$ cat src/rtl/ctps_pkg.sv
`default_nettype none
package ctps_pkg;

  // Index field width, large enough for the biggest supported table.
  localparam int unsigned IdxW = 6;

  localparam logic [15:0] NoAddr = 16'hffff;
  localparam logic [15:0] NoEtx  = 16'hffff;

  typedef enum logic [1:0] {
    OP_BEACON_RX   = 2'd0,
    OP_BEACON_TICK = 2'd1,
    OP_RELAY       = 2'd2,
    OP_UNUSED      = 2'd3
  } op_e;

  typedef enum logic [1:0] {
    ST_DONE     = 2'd0,
    ST_NO_ROUTE = 2'd1,
    ST_IGNORED  = 2'd2
  } status_e;

  typedef enum logic [1:0] {
    S_IDLE,
    S_SWEEP
  } state_e;

  typedef struct packed {
    logic [15:0] addr;
    logic [15:0] mac;
    logic [15:0] parent;
    logic [15:0] etx;
  } entry_t;

  typedef struct packed {
    logic            vld;
    logic [IdxW-1:0] idx;
    logic [15:0]     etx;
  } pick_t;

  // Running results of one sweep along the cell chain.
  typedef struct packed {
    logic  tok;
    pick_t hit;
    pick_t free;
    pick_t worst;
    pick_t best;
  } sweep_t;

  typedef struct packed {
    logic            en;
    logic [IdxW-1:0] idx;
    entry_t          data;
  } wr_t;

endpackage
`default_nettype wire

$ cat src/rtl/ctps_cell.sv
`default_nettype none
module ctps_cell #(
  parameter int unsigned Idx = 0
) (
  input  logic            clk_i,
  input  logic            rst_ni,
  input  ctps_pkg::sweep_t sweep_i,
  input  logic [15:0]     key_i,
  input  ctps_pkg::wr_t   wr_i,
  output ctps_pkg::sweep_t sweep_o,
  output logic            valid_o,
  output ctps_pkg::entry_t entry_o
);
  import ctps_pkg::*;

  localparam logic [IdxW-1:0] MyIdx = IdxW'(Idx);

  logic   valid_q;
  entry_t entry_q;
  sweep_t sweep_d, sweep_q;

  // Fold this entry into the running sweep results.
  always_comb begin
    sweep_d = sweep_i;
    if (valid_q && entry_q.addr == key_i) begin
      sweep_d.hit.vld = 1'b1;
      sweep_d.hit.idx = MyIdx;
    end
    if (!valid_q && !sweep_i.free.vld) begin
      sweep_d.free.vld = 1'b1;
      sweep_d.free.idx = MyIdx;
    end
    if (valid_q && entry_q.etx > sweep_i.worst.etx) begin
      sweep_d.worst.vld = 1'b1;
      sweep_d.worst.idx = MyIdx;
      sweep_d.worst.etx = entry_q.etx;
    end
    if (valid_q && entry_q.etx < sweep_i.best.etx) begin
      sweep_d.best.vld = 1'b1;
      sweep_d.best.idx = MyIdx;
      sweep_d.best.etx = entry_q.etx;
    end
  end

  // Hand the sweep to the next cell.
  always_ff @(posedge clk_i or negedge rst_ni) begin
    if (!rst_ni) begin
      sweep_q <= '0;
    end else begin
      sweep_q <= sweep_d;
    end
  end

  // Hold the entry's valid bit.
  always_ff @(posedge clk_i or negedge rst_ni) begin
    if (!rst_ni) begin
      valid_q <= 1'b0;
    end else if (wr_i.en && wr_i.idx == MyIdx) begin
      valid_q <= 1'b1;
    end
  end

  // Store entry payload.
  always_ff @(posedge clk_i) begin
    if (wr_i.en && wr_i.idx == MyIdx) begin
      entry_q <= wr_i.data;
    end
  end

  assign sweep_o = sweep_q;
  assign valid_o = valid_q;
  assign entry_o = entry_q;

endmodule
`default_nettype wire

$ cat src/rtl/collection_tree_parent_selector_unit.sv
`default_nettype none
// Collection tree parent selector.
// Input channel: present operation_i and the beacon fields with start high; the
// item is taken at the edge where start is high and busy is low. busy stays high
// until the result is produced.
// Config: cfg_we_i writes cfg_wdata_i into self_addr (reset 1, zero means root);
// write only while busy is low and no result is pending.
// Output channel: done_o marks a one-cycle result on status_o, dest_mac_o,
// beacon_seq_o, frame_parent_o and frame_etx_o; it must be taken in that cycle.
// Each item runs one sweep through the chain of TableEntries cells,
// one cell per cycle, and done_o is registered once the sweep leaves the last
// cell; busy drops in that result cycle, so the next item can be taken at the
// edge that ends it. A new item is taken only after the last one is done.
// Reset: all table entries invalid, no parent, beacon counter zero, no result.
// The receiver cannot stall, so nothing waits on the output side.
module collection_tree_parent_selector_unit #(
  parameter int unsigned TableEntries = 8
) (
  input  logic        clk_i,
  input  logic        rst_ni,
  input  logic        start,
  output logic        busy,
  input  logic [1:0]  operation_i,
  input  logic [15:0] sender_addr_i,
  input  logic [15:0] src_mac_i,
  input  logic [15:0] adv_parent_i,
  input  logic [15:0] adv_etx_i,
  input  logic        cfg_we_i,
  input  logic [15:0] cfg_wdata_i,
  output logic        done_o,
  output logic [1:0]  status_o,
  output logic [15:0] dest_mac_o,
  output logic [31:0] beacon_seq_o,
  output logic [15:0] frame_parent_o,
  output logic [15:0] frame_etx_o
);
  import ctps_pkg::*;

  localparam int unsigned IW = (TableEntries > 1) ? $clog2(TableEntries) : 1;

  state_e state_q, state_d;
  logic   go_q;
  op_e    op_q;
  logic [15:0] sender_q, mac_q, advp_q, adve_q, self_q;
  logic          known_q, known_d;
  logic [IW-1:0] pslot_q, pslot_d;
  logic [31:0]   cnt_q;
  logic          done_q;
  logic [1:0]    status_d, status_q;
  logic [15:0]   dest_d, dest_q, fp_d, fp_q, fe_d, fe_q;
  logic [31:0]   seq_d, seq_q;

  sweep_t sw [TableEntries+1];
  logic [TableEntries-1:0] valid;
  entry_t entries [TableEntries];
  wr_t wr;
  logic finish, accept, root;

  // Seed the sweep at the head of the chain.
  always_comb begin
    sw[0] = '0;
    sw[0].tok = go_q;
    sw[0].best.etx = NoEtx;
  end

  for (genvar g = 0; g < TableEntries; g++) begin : g_cell
    ctps_cell #(.Idx(g)) u_cell (
      .clk_i   (clk_i),
      .rst_ni  (rst_ni),
      .sweep_i (sw[g]),
      .key_i   (sender_q),
      .wr_i    (wr),
      .sweep_o (sw[g+1]),
      .valid_o (valid[g]),
      .entry_o (entries[g])
    );
  end

  assign accept = start && !busy;
  assign busy   = (state_q != S_IDLE);
  assign finish = (state_q == S_SWEEP) && sw[TableEntries].tok;
  assign root   = (self_q == 16'd0);

  // Sequence idle and sweep.
  always_comb begin
    state_d = state_q;
    unique case (state_q)
      S_IDLE:  if (accept) state_d = S_SWEEP;
      S_SWEEP: if (finish) state_d = S_IDLE;
      default: state_d = S_IDLE;
    endcase
  end

  // Decide the item once the sweep has passed the last cell.
  always_comb begin
    logic [IW-1:0] slot;
    logic          slot_ok;
    logic          usable;
    wr       = '0;
    known_d  = known_q;
    pslot_d  = pslot_q;
    status_d = ST_IGNORED;
    dest_d   = '0;
    seq_d    = '0;
    fp_d     = '0;
    fe_d     = '0;
    slot     = '0;
    slot_ok  = 1'b0;
    usable   = 1'b0;
    unique case (op_q)
      OP_BEACON_RX: begin
        if (sw[TableEntries].hit.vld) begin
          slot = sw[TableEntries].hit.idx[IW-1:0];
          slot_ok = 1'b1;
        end else if (sw[TableEntries].free.vld) begin
          slot = sw[TableEntries].free.idx[IW-1:0];
          slot_ok = 1'b1;
        end else if (sw[TableEntries].worst.vld && sw[TableEntries].worst.etx > adve_q) begin
          slot = sw[TableEntries].worst.idx[IW-1:0];
          slot_ok = 1'b1;
        end
        if (!root && advp_q != NoAddr && adve_q != NoEtx && slot_ok) begin
          wr.en          = finish;
          wr.idx         = IdxW'(slot);
          wr.data.addr   = sender_q;
          wr.data.mac    = mac_q;
          wr.data.parent = advp_q;
          wr.data.etx    = adve_q + 16'd1;
          status_d       = ST_DONE;
        end
      end
      OP_BEACON_TICK: begin
        if (root) begin
          fp_d = self_q;
          fe_d = 16'd0;
        end else begin
          if (sw[TableEntries].best.vld) begin
            known_d = 1'b1;
            pslot_d = sw[TableEntries].best.idx[IW-1:0];
          end else if (known_q && !valid[pslot_q]) begin
            known_d = 1'b0;
          end
          usable = known_d && valid[pslot_d];
          fp_d = usable ? entries[pslot_d].addr : NoAddr;
          fe_d = usable ? entries[pslot_d].etx : NoEtx;
        end
        status_d = ST_DONE;
        dest_d   = NoAddr;
        seq_d    = cnt_q;
      end
      OP_RELAY: begin
        if (!root) begin
          usable = known_q && valid[pslot_q];
          if (usable) begin
            status_d = ST_DONE;
            dest_d   = entries[pslot_q].mac;
          end else begin
            status_d = ST_NO_ROUTE;
          end
        end
      end
      default: status_d = ST_IGNORED;
    endcase
  end

  // Control registers.
  always_ff @(posedge clk_i or negedge rst_ni) begin
    if (!rst_ni) begin
      state_q <= S_IDLE;
      go_q    <= 1'b0;
      known_q <= 1'b0;
      pslot_q <= '0;
      cnt_q   <= '0;
      self_q  <= 16'd1;
      done_q  <= 1'b0;
    end else begin
      state_q <= state_d;
      go_q    <= accept;
      done_q  <= finish;
      if (cfg_we_i) self_q <= cfg_wdata_i;
      if (finish && op_q == OP_BEACON_TICK) begin
        cnt_q   <= cnt_q + 32'd1;
        known_q <= known_d;
        pslot_q <= pslot_d;
      end
    end
  end

  // Capture the item and the result payload.
  always_ff @(posedge clk_i) begin
    if (accept) begin
      op_q     <= op_e'(operation_i);
      sender_q <= sender_addr_i;
      mac_q    <= src_mac_i;
      advp_q   <= adv_parent_i;
      adve_q   <= adv_etx_i;
    end
    if (finish) begin
      status_q <= status_d;
      dest_q   <= dest_d;
      seq_q    <= seq_d;
      fp_q     <= fp_d;
      fe_q     <= fe_d;
    end
  end

  assign done_o         = done_q;
  assign status_o       = status_q;
  assign dest_mac_o     = dest_q;
  assign beacon_seq_o   = seq_q;
  assign frame_parent_o = fp_q;
  assign frame_etx_o    = fe_q;

endmodule
`default_nettype wire

$ cat config.mk
export PLATFORM = sky130hd
export DESIGN_NAME = collection_tree_parent_selector_unit
export DESIGN_NICKNAME = d
export VERILOG_FILES = /design/src/rtl/ctps_pkg.sv /design/src/rtl/ctps_cell.sv /design/src/rtl/collection_tree_parent_selector_unit.sv
export SDC_FILE = /design/constraint.sdc
export NUM_CORES = 2
export LEC_CHECK = 0
export BUFFER_PORTS_ARGS = -buffer_cell sky130_fd_sc_hd__buf_2
export CAP_MARGIN = 10
export CORE_AREA = 2 2 295 297
export DETAILED_ROUTE_END_ITERATION = 7
export DIE_AREA = 0 0 297 299
export MAX_ROUTING_LAYER = met4
export PLACE_DENSITY_LB_ADDON = 0.15
export SKIP_LAST_GASP = 1
export SLEW_MARGIN = 10
export SYNTH_ARGS = -nofsm -noshare
export SYNTH_HDL_FRONTEND = slang
export SYNTH_SLANG_ARGS = --single-unit
$ cat constraint.sdc
create_clock -name clk_i -period 7 [get_ports clk_i]
set_clock_uncertainty 0.2 [all_clocks]
set_input_delay 0.35 -clock clk_i [delete_from_list [all_inputs] [get_ports clk_i]]
set_output_delay 0.35 -clock clk_i [all_outputs]
set_load 0.005 [all_outputs]
* After elaboration in Yosys (flattened, before gate mapping)
Cells that the tools add are included.
** Storage, ports and cells
- Register bits after elaboration :: 1184
- Input bits :: 86
- Output and inout port bits :: 84
- Logic and storage cells :: 338
** Operators by class
- $add $sub $neg :: 2
- Order comparisons :: 21
- Equality and inequality tests :: 22
- Muxes and demuxes :: 71
- Bitwise logic cells :: 4
- Reductions and logical operators :: 74
** Operators by type and width (number)
- 64-bit binary-select mux with 3-bit select :: 2
- 23-bit two-way mux :: 16
- 71-bit two-way mux :: 2
- 16-bit equality test :: 8
- 16-bit greater-than comparator :: 8
- 64-bit two-way mux :: 2
- 16-bit < comparator :: 7
- 7-bit two-way mux :: 16
- 48-bit two-way mux :: 2
- 16-bit two-way mux :: 5
- 1-bit logical AND :: 49
- 32-bit by 1-bit adder with 32-bit output (second input constant) :: 1
- 16-bit inequality test (second input constant) :: 2
- 16-bit case mux with 2 select lines :: 1
- 6-bit by 3-bit equality test with 1-bit output (second input constant) :: 4
- 3-bit two-way mux :: 6
- 1-bit zero test :: 17
- 16-bit by 1-bit adder with 16-bit output (second input constant) :: 1
- 16-bit by 1-bit greater-than comparator with 1-bit output (second input constant) :: 1
- 16-bit zero test :: 1
- 16-bit < comparator (second input constant) :: 1
- 6-bit by 2-bit equality test with 1-bit output (second input constant) :: 2
- 1-bit two-way mux :: 11
- 4-bit greater-or-equal comparator (second input constant) :: 2
- 17 further kinds :: 27

* Longest topological paths before layout
- Depth after elaboration :: 11
- Gate-level depth with buffers :: 10
- Gate-level depth less buffers :: 9

* Modules after synthesis
A second synthesis with hierarchy kept.
** Unflattened totals
- Cells, all modules :: 3881
- Area, all modules :: 59908.7 sq um
** By module, submodules not included
- ctps_cell (g_cell[5].u_cell ...) :: instances 2, cells each 379, area an instance 6038.3 sq um, sequential area each 4274.1 sq um
- collection_tree_parent_selector_unit :: instances 1, cells each 901, area an instance 11858.9 sq um, sequential area each 5821.8 sq um
- ctps_cell (g_cell[1].u_cell ...) :: instances 2, cells each 361, area an instance 5905.7 sq um, sequential area each 4274.1 sq um
- ctps_cell (g_cell[7].u_cell) :: instances 1, cells each 380, area an instance 6100.9 sq um, sequential area each 4274.1 sq um
- ctps_cell (g_cell[4].u_cell) :: instances 1, cells each 379, area an instance 6082.1 sq um, sequential area each 4274.1 sq um
- ctps_cell (g_cell[3].u_cell) :: instances 1, cells each 380, area an instance 6075.8 sq um, sequential area each 4274.1 sq um
- ctps_cell (g_cell[0].u_cell) :: instances 1, cells each 361, area an instance 5903.2 sq um, sequential area each 4274.1 sq um

* Worst setup path after synthesis
OpenSTA, ideal clock, no wires.
- Path kind :: flip-flop to flip-flop
- From :: reg state_q[0]
- To :: reg g_cell[7].u_cell.entry_q (netlist bit g_cell[7].u_cell.entry_o[0]), enable pin
- Library setup time :: 514 ps
- Data arrival time :: 7151 ps
- Data required time :: 6286 ps
- Setup slack :: -865 ps
- Cell stages (with the launch flop) :: 5
- Path buffers :: 1
- Clock period less this slack :: 7865 ps
- Cells stage by stage :: dfrtp_1 > and2_1 > clkbuf_1 > o2111ai_1 > nor3_1
** On the way
- Longest elaborated chain between the ends :: 5
** Ends and longest elaborated chain
- start, declared :: RTL line collection_tree_parent_selector_unit.sv:41 : state_e state_q, state_d;
- start signal, assigned :: RTL line collection_tree_parent_selector_unit.sv:177 : state_q <= state_d;
- 2-bit by 1-bit equality test with 1-bit output :: RTL line collection_tree_parent_selector_unit.sv:81 : assign finish = (state_q == S_SWEEP) && sw[TableEntries].tok;
- 1-bit logical AND :: RTL line collection_tree_parent_selector_unit.sv:81
- named net finish :: RTL line collection_tree_parent_selector_unit.sv:57 : logic finish, accept, root;
- 71-bit two-way mux :: RTL line collection_tree_parent_selector_unit.sv:122 : if (!root && advp_q != NoAddr && adve_q != NoEtx && slot_ok) begin
- 71-bit two-way mux :: RTL line collection_tree_parent_selector_unit.sv:110 : unique case (op_q)
- 1-bit logical AND :: RTL line ctps_cell.sv:65 : if (wr_i.en && wr_i.idx == MyIdx) begin
- end signal, assigned :: RTL line ctps_cell.sv:66 : entry_q <= wr_i.data;
- end, declared :: RTL line ctps_cell.sv:19 : entry_t entry_q;
The timed path passes the listed nets, and every way through them passes these cells.
A chain may end at the register's enable or synchronous reset.

* Final worst setup path
- From :: reg adve_q[11]
- To :: reg g_cell[5].u_cell.entry_q (netlist bit g_cell[5].u_cell.entry_o[49]), enable pin
** On the way
- Longest elaborated chain between the ends :: 11
- Elaborated cells between the ends (all ways) :: 16
- Those cells by class :: 1 x order compare; 2 x eq/ne; 9 x mux; 4 x reduce/logical
** Ends and longest elaborated chain
- start, declared :: RTL line collection_tree_parent_selector_unit.sv:44 : logic [15:0] sender_q, mac_q, advp_q, adve_q, self_q;
- start signal, assigned :: RTL line collection_tree_parent_selector_unit.sv:196 : adve_q <= adv_etx_i;
- 16-bit greater-than comparator :: RTL line collection_tree_parent_selector_unit.sv:118 : end else if (sw[TableEntries].worst.vld && sw[TableEntries].worst.etx > adve_q) begin
- 1-bit logical AND :: RTL line collection_tree_parent_selector_unit.sv:118
- 1-bit two-way mux :: RTL line collection_tree_parent_selector_unit.sv:118
- 1-bit two-way mux :: RTL line collection_tree_parent_selector_unit.sv:115 : end else if (sw[TableEntries].free.vld) begin
- 1-bit two-way mux :: RTL line collection_tree_parent_selector_unit.sv:112 : if (sw[TableEntries].hit.vld) begin
- 1-bit two-way mux :: RTL line collection_tree_parent_selector_unit.sv:110
- 1-bit logical AND :: RTL line collection_tree_parent_selector_unit.sv:122
- 71-bit two-way mux (*) :: RTL line collection_tree_parent_selector_unit.sv:122
- 71-bit two-way mux (*) :: RTL line collection_tree_parent_selector_unit.sv:110
- 6-bit by 3-bit equality test with 1-bit output :: RTL line ctps_cell.sv:65
- 1-bit logical AND (*) :: RTL line ctps_cell.sv:65
- end signal, assigned :: RTL line ctps_cell.sv:66
- end, declared :: RTL line ctps_cell.sv:19
Mark *: on every way between the ends. The rest lies on a longest branch, timed or not. The select of a mux whose other input is x is not followed.

==> results.cfg <==
[sta]
rsz0062_at_grt = no
fmaxAchievable_ghz = 0.2033
drv_slew = 0
report.final.setup_viol = 0
worst_setup_margin_ps = 2080
setup_total_negative_slack_ps = 0
report.final.hold_viol_count = 0
finalWorstPathRequiredPeriod_ps = 4920
timing.slew.headroom_pct = 21.55
worst_slew_pin_slew_ps = 1177
min_period_over_period_pct = 70.28

[flow_run]
max-cap-violations = 0

[clock_network]
cts.path.max_buffers = 3
clk_pin_slew_worst_paths_ps = 60
clock_latency_on_the_worst_skew_pair_ps = 680
cts.sinks = 943
cts_hold_repair.buffers = 100
cts.htree.levels = 3
cts-buffers-inserted = 98
cts_tree = built
post_cts_setup_buffer_count = 0
post_cts_resize_count = 0
clock_tree.root_cell = clkbuf_16

[global_routing]
gr-usage-all-layers_pct = 25.90
grt_pass1_wl_um = 167300
global_routing_s_busiest_layer = met2
grt_pass1_vias = 26990
grt_util_met1_pct = 32.93
largest_net_degree_at_the_start_of_global_routing = 143
grt_overflow = 0
use_met2_pct = 42.32
use_met3_pct = 3.039
antenna_found_initial = 1

[min_path]
holdCritPathClass = reg -> reg

[routing]
wirelength_um = 111200
wire_per_inst_um = 24.07
via_count = 25840
ant_nets = 0
vias_per_cell = 5.594
drt_pre_antenna_iters = 5
route.detailed.drc = 0
drt_iter0_drc = 2142

[cells_and_area]
sequential_cell_area_um2 = 26260
num-fill-cells = 6895
layout.cells.most_common = edfxtp_1
multi_input_comb_area_um2 = 15050
layoutNonFillerInstCount = 4618
final_nets = 3701
post_route_cells_drive_above_1_share_pct = 21.20
layout_common_cells = 532 x edfxtp_1, 409 x dfrtp_1, 256 x inv_1
synthToLayoutAreaGrowth_pct = 16.31

[placed_design]
gpl.final_weighted_congestion = 0.8964
place.port_buffers = 169
detailedPlace.worstSlack_ps = 2096
dp.cells = 4330
dp_wirelength_um = 77680

[worst_setup_path]
timing.critical_path.fanout_max = 32
worstPathArrival_ps = 5030
path_cells = inv_1 > ha_1 > a21oi_1 > a21oi_1 > a2111oi_0 > nand3_1 > a41oi_1 > nand2b_1 > nor2_4 > buf_4
cp_data_required_time_ps = 7110
cp_common_cell = a21oi_1
cpMaxStageDelayCell = a41oi_1
largest_incremental_delay_on_the_critical_path_ps = 710
worstSetupPathType = reg -> reg
cp-end-kind = flip-flop
critPathLaunchType = flip-flop

[yosys]
postSynthNetCount = 3406
edff_count_synth = 532
synth-warning-count = 0
netlist_instances = 3081
sequential_share_of_the_synthesized_area_pct = 61.75
synth.lib_cells_used.distinct = 59
ys_dominant_reg_cell = edfxtp_1
synth_seq_cells = 943
synth.top_cell.area_share_pct = 37.56
async_flop_share_pct = 43.58
synth_top_area_cell = edfxtp_1
synth_area_per_cell_um2 = 13.80
ys_top_cells_by_area = edfxtp_1 38%, dfrtp_1 24%, ha_1 7.0%
cell_area_synth_um2 = 42530

[power_and_ir_drop]
leakage_uw = 0.02118
power_density_nw_per_um2 = 259.2
power_uw = 12820
worst_ir_drop_vdd_mv = 0.2149

[floorplan]
rows = 108
floorplan.die_area_um2 = 88800
boundary_pin_count = 170
initial_core_utilization_pct = 49.48
floorplan.core_area_um2 = 85940
fp.dieW_um = 297
die_height_um = 299

[status]
status = finished, final reports clean
==> registers in the layout (all words and copies together) (netlist names), 3 cells and up <==
signal and count:
g_cell.u_cell.entry_o 384, g_cell.u_cell.sweep_o 348, beacon_seq_o 32, cnt_q 32, adve_q 16, advp_q 16, dest_mac_o 16, frame_etx_o 16
frame_parent_o 16, mac_q 16, self_q 16, sender_q 16, g_cell.u_cell.valid_o 8, pslot_q 3
==> synth_stat cells, drive strengths merged (2+ instances only) <==
| cell type | number |
|---|---|
| buf | 31 |
| o21bai | 13 |
| o21a | 12 |
| o221ai | 2 |
| edfxtp | 532 |
| and3 | 57 |
| mux4 | 54 |
| nand2 | 154 |
| a211o | 3 |
| a41oi | 3 |
| a21o | 42 |
| nor2 | 58 |
| o211ai | 5 |
| o41ai | 4 |
| inv | 256 |
| xor2 | 63 |
| a22o | 2 |
| nand4 | 69 |
| or2 | 47 |
| nor4 | 29 |
| mux2i | 81 |
| o2111ai | 5 |
| xnor2 | 109 |
| mux2 | 243 |
| a311oi | 13 |
| a211oi | 6 |
| a21oi | 121 |
| and4 | 19 |
| ha | 239 |
| nor2b | 53 |
| o31ai | 4 |
| nor3 | 17 |
| o21ai | 52 |
| or3b | 2 |
| nand2b | 47 |
| nand3 | 54 |
| and2 | 56 |
| o211a | 3 |
| dfrtp | 410 |
| a31oi | 20 |
| clkbuf | 78 |
==> metrics by stage <==
stage          instance area [um2]  utilization (%)  hold WS, ps
4_1_cts                      49430            57.52        135.3
5_1_grt                      49460            57.55        157.0
3_5_place_dp                 44840            52.18        134.7
6_report                     49460            57.55        145.2
3_3_place_gp                 44840            52.18        135.9
2_1_floorplan                42540                -       -145.6
==> final cells by class <==
| type | count | share of cell area (%) |
|---|---|---|
| Clock inverter | 64 | 1.862 |
| Sequential cell | 943 | 53.09 |
| Tap cell | 1155 | 2.922 |
| Multi-Input combinational cell | 1773 | 30.43 |
| Inverter | 256 | 1.943 |
| Clock buffer | 122 | 5.395 |
| Timing Repair Buffer | 304 | 4.351 |
| Antenna cell | 1 | 0.005059 |
==> report_power, final <==
group          total (uW)  internal, uW  leakage [uW]  switching (uW)
Sequential           6240          6080       0.00996             152
Clock                5700          3440       0.00173            2260
Combinational         881           420       0.00949             461
==> worst max-delay path: cells and delay by family (launching register included) <==
| family | cells | cell delay (ps) |
|---|---|---|
| compound gates | 4 | 1600 |
| flops | 1 | 390 |
| fa+ha+maj | 1 | 320 |
| simple gates | 3 | 1280 |
| buf+inv | 2 | 720 |
==> worst paths after layout <==
path	from	endpoint	slack (ps)	cells after the start
max	adve_q[11]$_DFFE_PP_	g_cell[5].u_cell.entry_o[49]$_DFFE_PP_	2080	10
min	go_q$_DFF_PN0_	g_cell[0].u_cell.sweep_o[92]$_DFF_PN0_	150	0
max reg2reg	adve_q[11]$_DFFE_PP_	g_cell[5].u_cell.entry_o[49]$_DFFE_PP_	2080	10
min reg2reg	go_q$_DFF_PN0_	g_cell[0].u_cell.sweep_o[92]$_DFF_PN0_	150	0
max in group asynchronous	rst_ni	g_cell[0].u_cell.sweep_o[26]$_DFF_PN0_	4840	3
min in group asynchronous	rst_ni	g_cell[5].u_cell.sweep_o[39]$_DFF_PN0_	190	2
==> metal layers <==
metal | wire (um) | vias up
met5 | 0 | -
met4 | 5161 | 0
met3 | 5366 | 256
met2 | 54310 | 773
met1 | 46320 | 13090
li1 | - | 11720
==> logic make-up after synthesis <==
group                      Yosys count  synth area share [%]
adders and majority gates          239                 7.031
buffers and inverters              365                 3.283
xor gates and xnor gates           172                 3.542
DFF                                943                 61.75
and+or+nand+nor                    667                 8.505
AOI/OAI and AO/OA                  317                 4.687
muxes                              378                 11.20
(Power assumes the default switching activity.)
